### src/sv/csq_pkg.sv
// Shared types and constants for the circle/square overlap test.
// No dependencies.
package csq_pkg;

  localparam logic KIND_CIRCLE = 1'b0;
  localparam logic KIND_SQUARE = 1'b1;

  // Per-stage control carried along the pipeline with the item
  typedef struct packed {
    logic valid;
    logic both_sq;
    logic sq_hit;
  } csq_flags_t;

endpackage

### src/sv/csq_prep.sv
// Two pipeline stages: center distances, then axis gaps, bounds and the
// square-square overlap flag. Depends on csq_pkg.
module csq_prep
  import csq_pkg::*;
#(
  parameter int COORD_BITS = 16
) (
  input  logic                  clk,
  input  logic                  rst_n,
  input  logic                  adv,
  input  logic                  vld_i,
  input  logic                  k1_i,
  input  logic [COORD_BITS-1:0] x1_i,
  input  logic [COORD_BITS-1:0] y1_i,
  input  logic [COORD_BITS-1:0] s1_i,
  input  logic                  k2_i,
  input  logic [COORD_BITS-1:0] x2_i,
  input  logic [COORD_BITS-1:0] y2_i,
  input  logic [COORD_BITS-1:0] s2_i,
  output csq_flags_t            flags_o,
  output logic [COORD_BITS:0]   a_o,
  output logic [COORD_BITS:0]   b_o,
  output logic [COORD_BITS:0]   bound_o
);

  localparam int N  = COORD_BITS;
  localparam int W1 = COORD_BITS + 1;

  // stage 1
  logic          vld1_r;
  logic          both_sq1_r, both_c1_r;
  logic [N-1:0]  dx_r, dy_r, dx_nxt, dy_nxt;
  logic [W1-1:0] ssum_r, ssum_nxt;
  logic [N-1:0]  rad_r, side_r;

  assign dx_nxt   = (x1_i > x2_i) ? x1_i - x2_i : x2_i - x1_i;
  assign dy_nxt   = (y1_i > y2_i) ? y1_i - y2_i : y2_i - y1_i;
  assign ssum_nxt = W1'(s1_i) + W1'(s2_i);

  always_ff @(posedge clk) begin
    if (!rst_n) begin
      vld1_r <= 1'b0;
    end else if (adv) begin
      vld1_r <= vld_i;
    end
  end

  always_ff @(posedge clk) begin
    if (adv) begin
      both_sq1_r <= (k1_i == KIND_SQUARE) && (k2_i == KIND_SQUARE);
      both_c1_r  <= (k1_i == KIND_CIRCLE) && (k2_i == KIND_CIRCLE);
      dx_r       <= dx_nxt;
      dy_r       <= dy_nxt;
      ssum_r     <= ssum_nxt;
      rad_r      <= (k1_i == KIND_CIRCLE) ? s1_i : s2_i;
      side_r     <= (k1_i == KIND_CIRCLE) ? s2_i : s1_i;
    end
  end

  // stage 2: doubled units, except for a circle pair
  logic [W1-1:0] dx2, dy2, side_e, gx, gy;
  logic [W1-1:0] a_r, b_r, bound_r, a_nxt, b_nxt, bound_nxt;
  logic          vld2_r, both_sq2_r, sq_hit_r, sq_hit_nxt;

  assign dx2    = {dx_r, 1'b0};
  assign dy2    = {dy_r, 1'b0};
  assign side_e = {1'b0, side_r};
  assign gx     = (dx2 > side_e) ? dx2 - side_e : '0;
  assign gy     = (dy2 > side_e) ? dy2 - side_e : '0;

  assign sq_hit_nxt = (dx2 <= ssum_r) && (dy2 <= ssum_r);
  assign a_nxt      = both_c1_r ? {1'b0, dx_r} : gx;
  assign b_nxt      = both_c1_r ? {1'b0, dy_r} : gy;
  assign bound_nxt  = both_c1_r ? ssum_r : {rad_r, 1'b0};

  always_ff @(posedge clk) begin
    if (!rst_n) begin
      vld2_r <= 1'b0;
    end else if (adv) begin
      vld2_r <= vld1_r;
    end
  end

  always_ff @(posedge clk) begin
    if (adv) begin
      both_sq2_r <= both_sq1_r;
      sq_hit_r   <= sq_hit_nxt;
      a_r        <= a_nxt;
      b_r        <= b_nxt;
      bound_r    <= bound_nxt;
    end
  end

  assign flags_o = '{valid: vld2_r, both_sq: both_sq2_r, sq_hit: sq_hit_r};
  assign a_o     = a_r;
  assign b_o     = b_r;
  assign bound_o = bound_r;

endmodule

### config.mk
export PLATFORM = sky130hd
export DESIGN_NAME = csq_prep
export DESIGN_NICKNAME = d
export VERILOG_FILES = /design/src/sv/csq_pkg.sv /design/src/sv/csq_prep.sv
export SDC_FILE = /design/constraint.sdc
export NUM_CORES = 1
export LEC_CHECK = 0
export ABC_AREA = 1
export BUFFER_PORTS_ARGS = -buffer_cell sky130_fd_sc_hd__buf_2
export CAP_MARGIN = 20
export CORE_ASPECT_RATIO = 0.7
export CORE_MARGIN = 4
export CORE_UTILIZATION = 45
export DETAILED_ROUTE_END_ITERATION = 6
export PLACE_DENSITY_LB_ADDON = 0.3
export SYNTH_ARGS = -nofsm -noshare
export SYNTH_HDL_FRONTEND = slang
export SYNTH_SLANG_ARGS = --single-unit
### constraint.sdc
create_clock -name clk -period 2.9 [get_ports clk]
set_input_delay 0.145 -clock clk [delete_from_list [all_inputs] [get_ports clk]]
set_output_delay 0.145 -clock clk [all_outputs]
set_load 0.01 [all_outputs]
Word level (Yosys, flattened, before mapping)
Cells that the tools add are included.
Cells by class
  $add $sub $neg: 7
  multiply operators: 0
  divide/modulo/power cells: 0
  order comparisons: 6
  equal/unequal tests: 0
  shift operators: 0
  mux-type cells: 9
  bitwise logic cells: 4
  reduce and logical (&&, ||, !) cells: 5
Operators by type and width (number)
  $mux 16: 8
  $sub 16x16->16: 4
  $gt 17x16->1: 2
  $le 17x17->1: 2
  $sub 17x16->17: 2
  $gt 16x16->1: 2
  $add 16x16->17: 1
  $mux 17: 1
  $not 1->1: 4
  $reduce_or 2->1: 2
  $logic_and 1x1->1: 3
Storage, ports and cells
  bits in registers: 138
  latch bits: 0
  bits in writable memories: 0
  ROM bits: 0
  output and inout bits: 54
  memories kept: 0

Depth between registers and ports, before layout
Gate-level depths: netlist (run 1).
  depth in word-level cells: 3
  mapped depth: 15
  depth with buffers taken out: 13

Least setup slack after synthesis (run 1)
No wires, ideal clock.
  path kind: register to register
  start: register dx_r[9]
  end: register a_r[8] (netlist: a_o[8]), data pin
  data arrival time: 1.638 ns
  setup slack: 1.005 ns
  stages on the path, launching flop included: 10
  buffers on the path: 1
  period minus slack after synthesis: 1.895 ns
  path through: edfxtp_1 ha_1 nand2_2 nor2_1 inv_1 nor2_1 a31oi_1 nand2_2 buf_6 o21ai_2
On the way
  word-level cells in the longest chain between the ends: 3
RTL lines
  from (decl): line csq_prep.sv:32  | logic [N-1:0] dx_r, dy_r, dx_nxt, dy_nxt;
  from (signal assigned): line csq_prep.sv:52  | dx_r <= dx_nxt;
  $gt 17x16->1: line csq_prep.sv:68  | assign gx = (dx2 > side_e) ? dx2 - side_e : '0;
  $mux 16: line csq_prep.sv:68
  $mux 16: line csq_prep.sv:72  | assign a_nxt = both_c1_r ? {1'b0, dx_r} : gx;
  named net a_nxt[8]: line csq_prep.sv:62  | logic [W1-1:0] a_r, b_r, bound_r, a_nxt, b_nxt, bound_nxt;
  to (signal assigned): line csq_prep.sv:88  | a_r <= a_nxt;
  to (decl): line csq_prep.sv:62
The timed path passes the listed nets, and every way through them passes these cells.
A chain may end at the register's enable or synchronous reset.

Worst setup path after layout (run 1)
  start: register dy_r[0]
  end: register b_r[0] (netlist: b_o[0]), data pin
On the way
  word-level cells in the longest chain between the ends: 3
RTL lines
  from (decl): line csq_prep.sv:32
  from (signal assigned): line csq_prep.sv:53  | dy_r <= dy_nxt;
  $gt 17x16->1: line csq_prep.sv:69  | assign gy = (dy2 > side_e) ? dy2 - side_e : '0;
  $mux 16: line csq_prep.sv:69
  $mux 16 *: line csq_prep.sv:73  | assign b_nxt = both_c1_r ? {1'b0, dy_r} : gy;
  named net b_nxt[0]: line csq_prep.sv:62
  to (signal assigned): line csq_prep.sv:89  | b_r <= b_nxt;
  to (decl): line csq_prep.sv:62
Mark *: on every way through the listed nets, which the timed path passes. The rest lies on a longest branch.

==> results of run 1 <==
==> area by class of cell <==
cell class,count,area share [%]
multi-input cells,1305,50.6
flip-flops and latches,138,28.5
inverters,284,7.39
repair buffers,165,6.08
well taps,371,3.21
clock buffers,17,2.94
clock inverters,15,1.25
==> final timing paths <==
kind                        startpoint  depth (start not counted)                    to
hold reg to reg   both_sq1_r$_DFFE_PP_                          0  both_sq2_r$_DFFE_PP_
setup / recovery     dy_r[0]$_DFFE_PP_                          7      b_o[0]$_DFFE_PP_
hold / removal                 s2_i[2]                          3    rad_r[2]$_DFFE_PP_
setup reg to reg     dy_r[0]$_DFFE_PP_                          7      b_o[0]$_DFFE_PP_
==> stage by stage <==
| step | utilization, % | std cells | hold WS [ns] |
|---|---|---|---|
| after floorplan | - | 1768 | 0.257 |
| after global placement | 49.6 | 2259 | 0.381 |
| after detailed placement | 49.6 | 2259 | 0.392 |
| after CTS | 51.9 | 2295 | 0.00285 |
| after global routing | 51.9 | 2295 | 0.0278 |
| final | 51.9 | 2295 | 0.0214 |
==> power by group <==
part / switching (mW) / total (mW) / internal [mW]
combinational: 2.17 / 3.30 / 1.13
sequential: 0.177 / 2.76 / 2.58
clock: 0.972 / 2.28 / 1.31
==> flip-flops by register name (all words and copies together) (netlist names), 16 cells and up <==
name     cells
a_o         17
b_o         17
bound_o     17
dx_r        16
dy_r        16
rad_r       16
side_r      16
ssum_r      17
==> critical path: cells and delay by family (launching register included) <==
family / cells / cell delay, ns
AO/OA/AOI/OAI: 2 / 0.32
adder cells (fa/ha/maj): 2 / 0.53
flip-flops: 1 / 0.46
AND/OR/NAND/NOR: 3 / 0.88
==> metal layers <==
metal	track usage, %	up-vias	wire length (µm)
li1	-	6001	-
met5	0	-	0
met2	34.2	384	15400
met4	3.95	0	423
met3	4.79	33	3000
met1	37.8	5408	19000
==> synthesized netlist by cell type, types with 7 or more instances <==
cell / count / area (µm²)
xnor2_1: 17 / 149
ha_1: 142 / 1780
o21ai_2: 20 / 175
nand2_2: 15 / 93.8
nand4_1: 25 / 156
inv_1: 282 / 1060
a21oi_1: 121 / 606
edfxtp_1: 136 / 4080
nand3_1: 81 / 405
o21bai_1: 8 / 60.1
fa_1: 7 / 140
nand2_1: 585 / 2200
xor2_1: 40 / 350
clkbuf_1: 14 / 52.6
o21ai_0: 86 / 430
nor3_1: 14 / 70.1
nor2_1: 112 / 420
buf_2: 7 / 35.0
==> cell families (layout without fill, tap and decap cells) <==
| group | count (synthesis) | in the layout |
|---|---|---|
| DFF | 138 | 138 |
| buffers and inverters | 325 | 481 |
| and+or+nand+nor | 849 | 849 |
| xor gates and xnor gates | 57 | 57 |
| AOI/OAI and AO/OA | 250 | 250 |
| adders and majority gates | 149 | 149 |
==> results.md, run 1 <==
* Die Wd at approximately 210 µm
* CTS tree: built
* Async SR Flop Fraction at 0%
* Cts hold-fix bufs at 4
* Port buffer count at 155
* Setup Viol. Count Final at 0
* Post-synth EDFFs at between 100 and 150
* Largest net degree at the start of global routing at 67
* Worst-skew pair later-pin latency at 0.43 ns
* Period utilization at a little under nine tenths
* Initial antenna violation count at 0
* Post-Place Worst Slack at roughly 0.5 ns
* Max Root-Sink Buffers at 2
* Startpoint types: register
* Post-Synth Simple-Gate Area at a little over a quarter
* Worst EP required at about 3.1 ns
* XOR/XNOR Fraction of Synth Area at just under 4%
* Syn Nets at 2019
* CP endpoint kind: register
* Initial drt markers at 1156
* CP Cell Sequence: ha_1 > ha_1 > nand4_1 > nor3_1 > a21oi_1 > nand2_2 > o21ai_0
* Detail Placement HPWL at about 31000 µm
* Fin nets at 2162
* DR DRC count at 0
* Routed Antenna Nets at 0
* Initial Utilization at 45.9%
* Fin. Hold Viols at 0
* Largest family of logic cells by synthesized area: simple AND/OR/NAND/NOR gates
* Ports at 156
* Layout cell share with drive strength beyond 1 at between 10% and 20%
* Core area at 27900 µm²
* Row Count at 51
* Fmax at ~410 MHz
* Status: complete, no violations
* Vias per inst at approximately 5.2
* Diodes inserted at 0
* Final Cell Area at between 10000 and 15000 µm²
* Vias in the first global route at about 11000
* Post-CTS Setup Bufs at 0
* Syn avg cell area at just over 7 µm²
* Slew Viols, Final at 0
* Final wirelength at between 30000 and 40000 µm
* GP Congestion at 0.959
* Pwr Total at around 8.3 mW
* Commonest non-fill, non-tap cell in the layout: nand2_1
* Most frequent cells in the layout: 585 x nand2_1, 282 x inv_1, 154 x buf_2, 142 x ha_1, 136 x edfxtp_1
* Seq/Total Area, Yosys at ~32%
* Netlist cell types at 41
* Compound-Gate Fraction of Synth Area at approximately 11%
* Multiplexer share of the synthesized area at 0%
* Overflow left after global routing at 0
* Inserted Clock Buffers at 17
* Hold Crit Class: input pin to register
* Die Y at about 150 µm
* Worst Max-Slew Pin Slew at 1.01 ns
* FF/Latch Area at 4120 µm²
* Adder-cell area share of the yosys netlist at between 10 and 15%
* CTS Root Cell: clkbuf_16
* CP most frequent cell: ha_1
* Main synth FF type: edfxtp_1
* Setup CP Type: register to register
* Area of the multi-input gates at about 7300 µm²
* Register bit count reported by yosys at between 100 and 150
* First drt pass iteration count at 6
* Max VDD drop at 0.413 mV
* All-Layer GR Usage at a little under a quarter
* Max_cap viols at 0
* H-tree levels at 4
* Crit path time final at between 2 and 2.5 ns
* Setup tns final at 0 ns
* Yosys warning count at 0
* CTS sink cnt at roughly 140
* Final setup margin at 0.431 ns
* Post-CTS sizing at 0
* Post-synthesis instance area at approximately 13000 µm²
* Number of fill cells at roughly 2800
* Power Dens Cells at 576 nW/µm²
* Clock transition at the registers of the reported paths at roughly 0.080 ns
* First-pass GRT wire length at between 50000 and 60000 µm
* Leakage at between 7 and 8 nW
* Placed standard-cell area at roughly 14000 µm²
* Worst path max stage delay at approximately 0.46 ns
* CP max stage cell: edfxtp_1
* CP max FO at 13
* Synth-to-Final Area Change at 13.1%
* DR vias at 11800
* Wire length per cell at 16.5 µm
* Worst R2R Setup Slack at ~0.43 ns
* RSZ-0062 raised after global routing: false
* Die area at ~31000 µm²
* Cells after Synth at 1768
* WP data arrival at 2.62 ns
* Slew HR at between 30% and 40%
* Setup Skew at approximately 0.016 ns
Power figures use the tool's default switching activity.
==> inputs of run 2 (changes only) <==
- MAX_ROUTING_LAYER: not set -> met4
==> run 2 against run 1 <==
Compared with the run above: hold slack gained 0.018 ns; highest routed layer unchanged; flip-flop and latch count is the same; utilization shrank 0.081 points; first-iteration DRC count shrank 1.1%; global-route usage grew 0.46 points; clock-buffer cell count is the same; register-to-register slack lost 0.17 ns; critical endpoint is now a_o[0]$_DFFE_PP_; non-clock buffer count is the same; critical path depth grew 1.
==> results.md, run 2 (same netlist as run 1, synthesis figures left out) <==
* Core area at about 28000 µm²
* Area of the multi-input gates at ~7300 µm²
* FF-to-FF Start: dx_r[10]$_DFFE_PP_
* Power Dens Cells at 569 nW/µm²
* Post-CTS Setup Bufs at 0
* Top Layer Used: met4
* Die Y at 149 µm
* Placed standard-cell area at between 10000 and 15000 µm²
* Routed Antenna Nets at 0
* Synth-to-Final Area Change at 12.9%
* Detail Placement HPWL at roughly 31000 µm
* Inserted Clock Buffers at 17
* Row Count at about 50
* Hold Crit Class: input pin to register
* RSZ-0062 raised after global routing: false
* All-Layer GR Usage at around a quarter
* Initial drt markers at ~1100
* Pwr Total at about 8 mW
* Register-to-Register Path Depth at 8
* Worst-skew pair later-pin latency at between 0.4 and 0.5 ns
* Met1 WL at about 19000 µm
* Leakage at about 7.7 nW
* Max_cap viols at 0
* Port buffer count at 155
* First drt pass iteration count at 5
* Worst Max-Slew Pin Slew at between 1 and 1.5 ns
* Startpoint types: register
* Hold path depth at 3
* Period utilization at around 91%
* Fin nets at approximately 2200
* Ports at between 150 and 200
* Clock transition at the registers of the reported paths at around 0.07 ns
* Die area at between 30000 and 40000 µm²
* Fmax at approximately 380 MHz
* Die Wd at between 200 and 250 µm
* Initial antenna violation count at 1
* HP Start: s2_i[13]
* Met2 wire len at 15600 µm
* Max VDD drop at around 0.38 mV
* Initial Utilization at 45.9%
* Status: complete, no violations
* CP max FO at 12
* Post-CTS sizing at 0
* Fin. Hold Viols at 0
* DR DRC count at 0
* Post-Place Worst Slack at 0.300 ns
* Setup Skew at about 0.014 ns
* Cts hold-fix bufs at 4
* WL met3 at 2880 µm
* Setup Viol. Count Final at 0
* Largest net degree at the start of global routing at between 60 and 70
* Final setup margin at approximately 0.26 ns
* Setup tns final at 0 ns
* Vias in the first global route at approximately 10000
* Vias per inst at between 5 and 6
* CTS Root Cell: clkbuf_16
* Layout cell share with drive strength beyond 1 at roughly an eighth
* CTS tree: built
* Setup CP Type: register to register
* WP data arrival at 2.90 ns
* Most frequent cells in the layout: 585 x nand2_1, 282 x inv_1, 154 x buf_2, 142 x ha_1, 136 x edfxtp_1
* Hold WS at approximately 0.04 ns
* CTS sink cnt at roughly 140
* DR vias at about 12000
* H-tree levels at 4
* Commonest non-fill, non-tap cell in the layout: nand2_1
* CP endpoint kind: register
* Diodes inserted at 0
* Final wirelength at around 38000 µm
* Max Root-Sink Buffers at 2
* FF/Latch Area at between 4000 and 5000 µm²
* Number of fill cells at roughly 2700
* Slew Viols, Final at 0
* First-pass GRT wire length at 58500 µm
* Worst EP required at 3.16 ns
* GP Congestion at 0.957
* Crit path time final at ~2.6 ns
* Wire length per cell at ~16 µm
* Overflow left after global routing at 0
* Crit path launch: dx_r[10]$_DFFE_PP_
* Final Cell Area at ~14000 µm²
* Slew HR at around 30%
-- run 2: cell count changes in the layout (fill, tap and decap cells not counted) --
cell	delta
bufinv_16	-1
clkinvlp_4	+1
-- run 2: power breakdown --
group | internal [mW] | total [mW] | leakage, nW | switching (mW)
Clock | 1.22 | 2.19 | 0.282 | 0.971
Combinational | 1.12 | 3.27 | 6.03 | 2.15
Sequential | 2.58 | 2.76 | 1.36 | 0.179
Total | 4.92 | 8.22 | 7.67 | 3.30
-- run 2: routing by layer --
| metal | track usage, % | vias up |
|---|---|---|
| met5 | - | - |
| met4 | 2.90 | 0 |
| met3 | 4.25 | 22 |
| met2 | 34.3 | 413 |
| met1 | 37.8 | 5299 |
| li1 | - | 5984 |
-- run 2: stage by stage --
| step | instances | utilization [%] |
|---|---|---|
| after floorplan | 1768 | - |
| after global placement | 2259 | 49.6 |
| after detailed placement | 2259 | 49.6 |
| after CTS | 2295 | 51.8 |
| after global routing | 2295 | 51.8 |
| final | 2295 | 51.8 |
-- run 2: worst max-delay path, cell delays in order (launching register included) --
cell,delay (ns)
edfxtp_1,0.52
ha_1,0.43
nand2_2,0.15
nor2_1,0.08
inv_1,0.08
nor2_1,0.05
a31oi_1,0.51
nand2_2,0.39
o21ai_0,0.26
-- run 2: worst paths after layout --
| check | endpoint | slack [ns] |
|---|---|---|
| setup / recovery | a_o[0]$_DFFE_PP_ | 0.26 |
| setup reg to reg | a_o[0]$_DFFE_PP_ | 0.26 |
| hold reg to reg | both_sq2_r$_DFFE_PP_ | 0.43 |
| hold / removal | rad_r[13]$_DFFE_PP_ | 0.04 |
-- run 2: final cells by class --
cell class / instances / area share, %
Timing Repair Buffer: 165 / 6.09
Clock buffer: 17 / 2.95
Sequential cell: 138 / 28.6
Inverter: 284 / 7.40
Multi-Input combinational cell: 1305 / 50.7
Clock inverter: 15 / 1.09
Tap cell: 371 / 3.21
==> inputs of run 3 (changes only) <==
- CELL_PAD_IN_SITES_DETAIL_PLACEMENT: not set -> 0
- CELL_PAD_IN_SITES_GLOBAL_PLACEMENT: not set -> 1
==> run 3 against run 2 <==
Compared with the run above: design area rose by 0.10%; critical path depth fell by 2; via count barely moved; clock-buffer cell count rose by 4; critical path type unchanged; largest power group unchanged; clock skew fell by 0.0031 ns; clock power rose by 6%; highest routed layer unchanged; global-route usage rose by 0.71 points; utilization rose by 0.054 points.
==> results.md, run 3 (same netlist as run 1, synthesis figures left out) <==
* Hold Crit Class: input pin to register
* Max VDD drop at between 0.3 and 0.4 mV
* Setup crit end: b_o[2]$_DFFE_PP_
* Startpoint types: register
* Vias per inst at 5.12
* Die Y at around 150 µm
* Ports at between 150 and 200
* Worst EP required at 3.14 ns
* Sequential share of power at between 30% and 40%
* Comb pwr share at 38.9%
* Routed Antenna Nets at 0
* Setup Viol. Count Final at 0
* Fin nets at 2160
* Commonest non-fill, non-tap cell in the layout: nand2_1
* CP max stage cell: edfxtp_1
* Core area at 27900 µm²
* Power Dens Cells at around 580 nW/µm²
* Clock share of power at between 20% and 30%
* Family with the most delay on the worst path: compound AO/OA/AOI/OAI gates
* WP data arrival at 2.81 ns
* Die area at approximately 31000 µm²
* Leakage at roughly 7.7 nW
* Die Wd at between 200 and 250 µm
* Largest net degree at the start of global routing at 58
* Synth-to-Final Area Change at 13.0%
* Diodes inserted at 0
* Port buffer count at ~160
* Critical Path Stages at 6
* Number of fill cells at 2814
* Final wirelength at just under 40000 µm
* Initial antenna violation count at 0
* Layout cell share with drive strength beyond 1 at roughly an eighth
* CTS sink cnt at ~140
* Worst path max stage delay at 0.51 ns
* Most frequent cells in the layout: 585 x nand2_1, 282 x inv_1, 154 x buf_2, 142 x ha_1, 136 x edfxtp_1
* CTS Root Cell: clkbuf_16
* Wire length per cell at ~17 µm
* Inserted Clock Buffers at 17
* CP endpoint kind: register
* Row Count at 51
* DR vias at ~12000
* Setup tns final at 0 ns
* H-tree levels at 4
* Critical path buffers and inverters at 0
* Worst-skew pair later-pin latency at about 0.43 ns
* FF-to-FF Start: dy_r[10]$_DFFE_PP_
* Switching share of power at roughly 38%
* Worst R2R Setup Slack at 0.33 ns
* CP max FO at 13
* First-pass GRT wire length at 59600 µm
* CP Cell Sequence: ha_1 > nand2_1 > nor3_1 > a21oi_1 > nand2_2 > o21ai_0
* All-Layer GR Usage at about a quarter
* Internal cell power at 5.21 mW
* Slew Viols, Final at 0
* First drt pass iteration count at 5
* Max_cap viols at 0
* Overflow left after global routing at 0
* Detail Placement HPWL at between 30000 and 40000 µm
* Register-to-Register Path Depth at 6
* Initial drt markers at roughly 900
* GP Congestion at 0.917
* Slew HR at roughly 31%
* Vias in the first global route at between 10000 and 15000
* Worst Max-Slew Pin Slew at between 1 and 1.5 ns
* Max Root-Sink Buffers at 2
* Cts hold-fix bufs at 4
* CTS tree: built
* RSZ-0062 raised after global routing: false
* FF-to-FF End: b_o[2]$_DFFE_PP_
* Net Switching at about 3.2 mW
* Period utilization at between 80% and 90%
* Status: complete, no violations
* Clock transition at the registers of the reported paths at roughly 0.06 ns
* Crit path time final at ~2.6 ns
* DR DRC count at 0
* Setup CP Type: register to register
* Fmax at ~390 MHz
* Crit path launch: dy_r[10]$_DFFE_PP_
* Hold WS at ~0.034 ns
* Fin. Hold Viols at 0
* Post-CTS sizing at 0
* Post-CTS Setup Bufs at 0
* Setup Skew at about 0.011 ns
* Initial Utilization at 45.9%
==> run 3: final cells by class <==
cell class / instances / area (µm²) / area share [%]
Clock buffer: 21 / 440 / 3.05
Multi-Input combinational cell: 1305 / 7320 / 50.7
Sequential cell: 138 / 4120 / 28.5
Tap cell: 371 / 464 / 3.21
Inverter: 284 / 1070 / 7.39
Timing Repair Buffer: 163 / 865 / 5.98
Clock inverter: 9 / 173 / 1.19
==> run 3: power groups by stage <==
stage | registers [mW] | clock network (mW) | logic [mW]
4_1_cts | 2.79 | 2.36 | 3.24
3_3_place_gp | 2.82 | 0 | 3.20
2_1_floorplan | 2.78 | 0 | 2.22
3_5_place_dp | 2.83 | 0 | 3.22
5_1_grt | 2.81 | 2.46 | 3.68
6_report | 2.79 | 2.33 | 3.26
==> run 3: worst register-to-register path: cells and delay by family (launching register included) <==
kind                       cells  cell delay (ns)
AOI/OAI and AO/OA              2             0.79
and+or+nand+nor                3             0.66
DFF                            1             0.51
adders and majority gates      1             0.44
==> run 3: stage by stage <==
stage	instances	power (mW)	setup WS, ns	instance area [µm²]	utilization, %
2_1_floorplan	1768	5.00	1.00	12800	-
3_3_place_gp	2257	6.02	0.400	13800	49.5
3_5_place_dp	2257	6.04	0.401	13800	49.5
4_1_cts	2291	8.39	0.406	14500	51.8
5_1_grt	2291	8.95	0.169	14500	51.8
6_report	2291	8.38	0.325	14500	51.8
==> run 3: layer usage <==
metal	track usage [%]	wire length [µm]
met1	39.0	19700
met2	34.1	15400
met3	4.48	2900
met4	4.86	516
met5	-	0
==> run 3: worst min path at each step <==
| stage | depth (start not counted) | from | end | slack [ns] |
|---|---|---|---|---|
| 2_1_floorplan | 0 | adv | a_o[0]$_DFFE_PP_ | 0.26 |
| 3_3_place_gp | 3 | vld_i | vld1_r$_SDFFE_PN0P_ | 0.38 |
| 3_5_place_dp | 3 | vld_i | vld1_r$_SDFFE_PN0P_ | 0.38 |
| 4_1_cts | 3 | s2_i[3] | rad_r[3]$_DFFE_PP_ | 0.02 |
| 5_1_grt | 3 | s2_i[4] | rad_r[4]$_DFFE_PP_ | 0.03 |
| 6_report | 3 | s2_i[11] | rad_r[11]$_DFFE_PP_ | 0.03 |
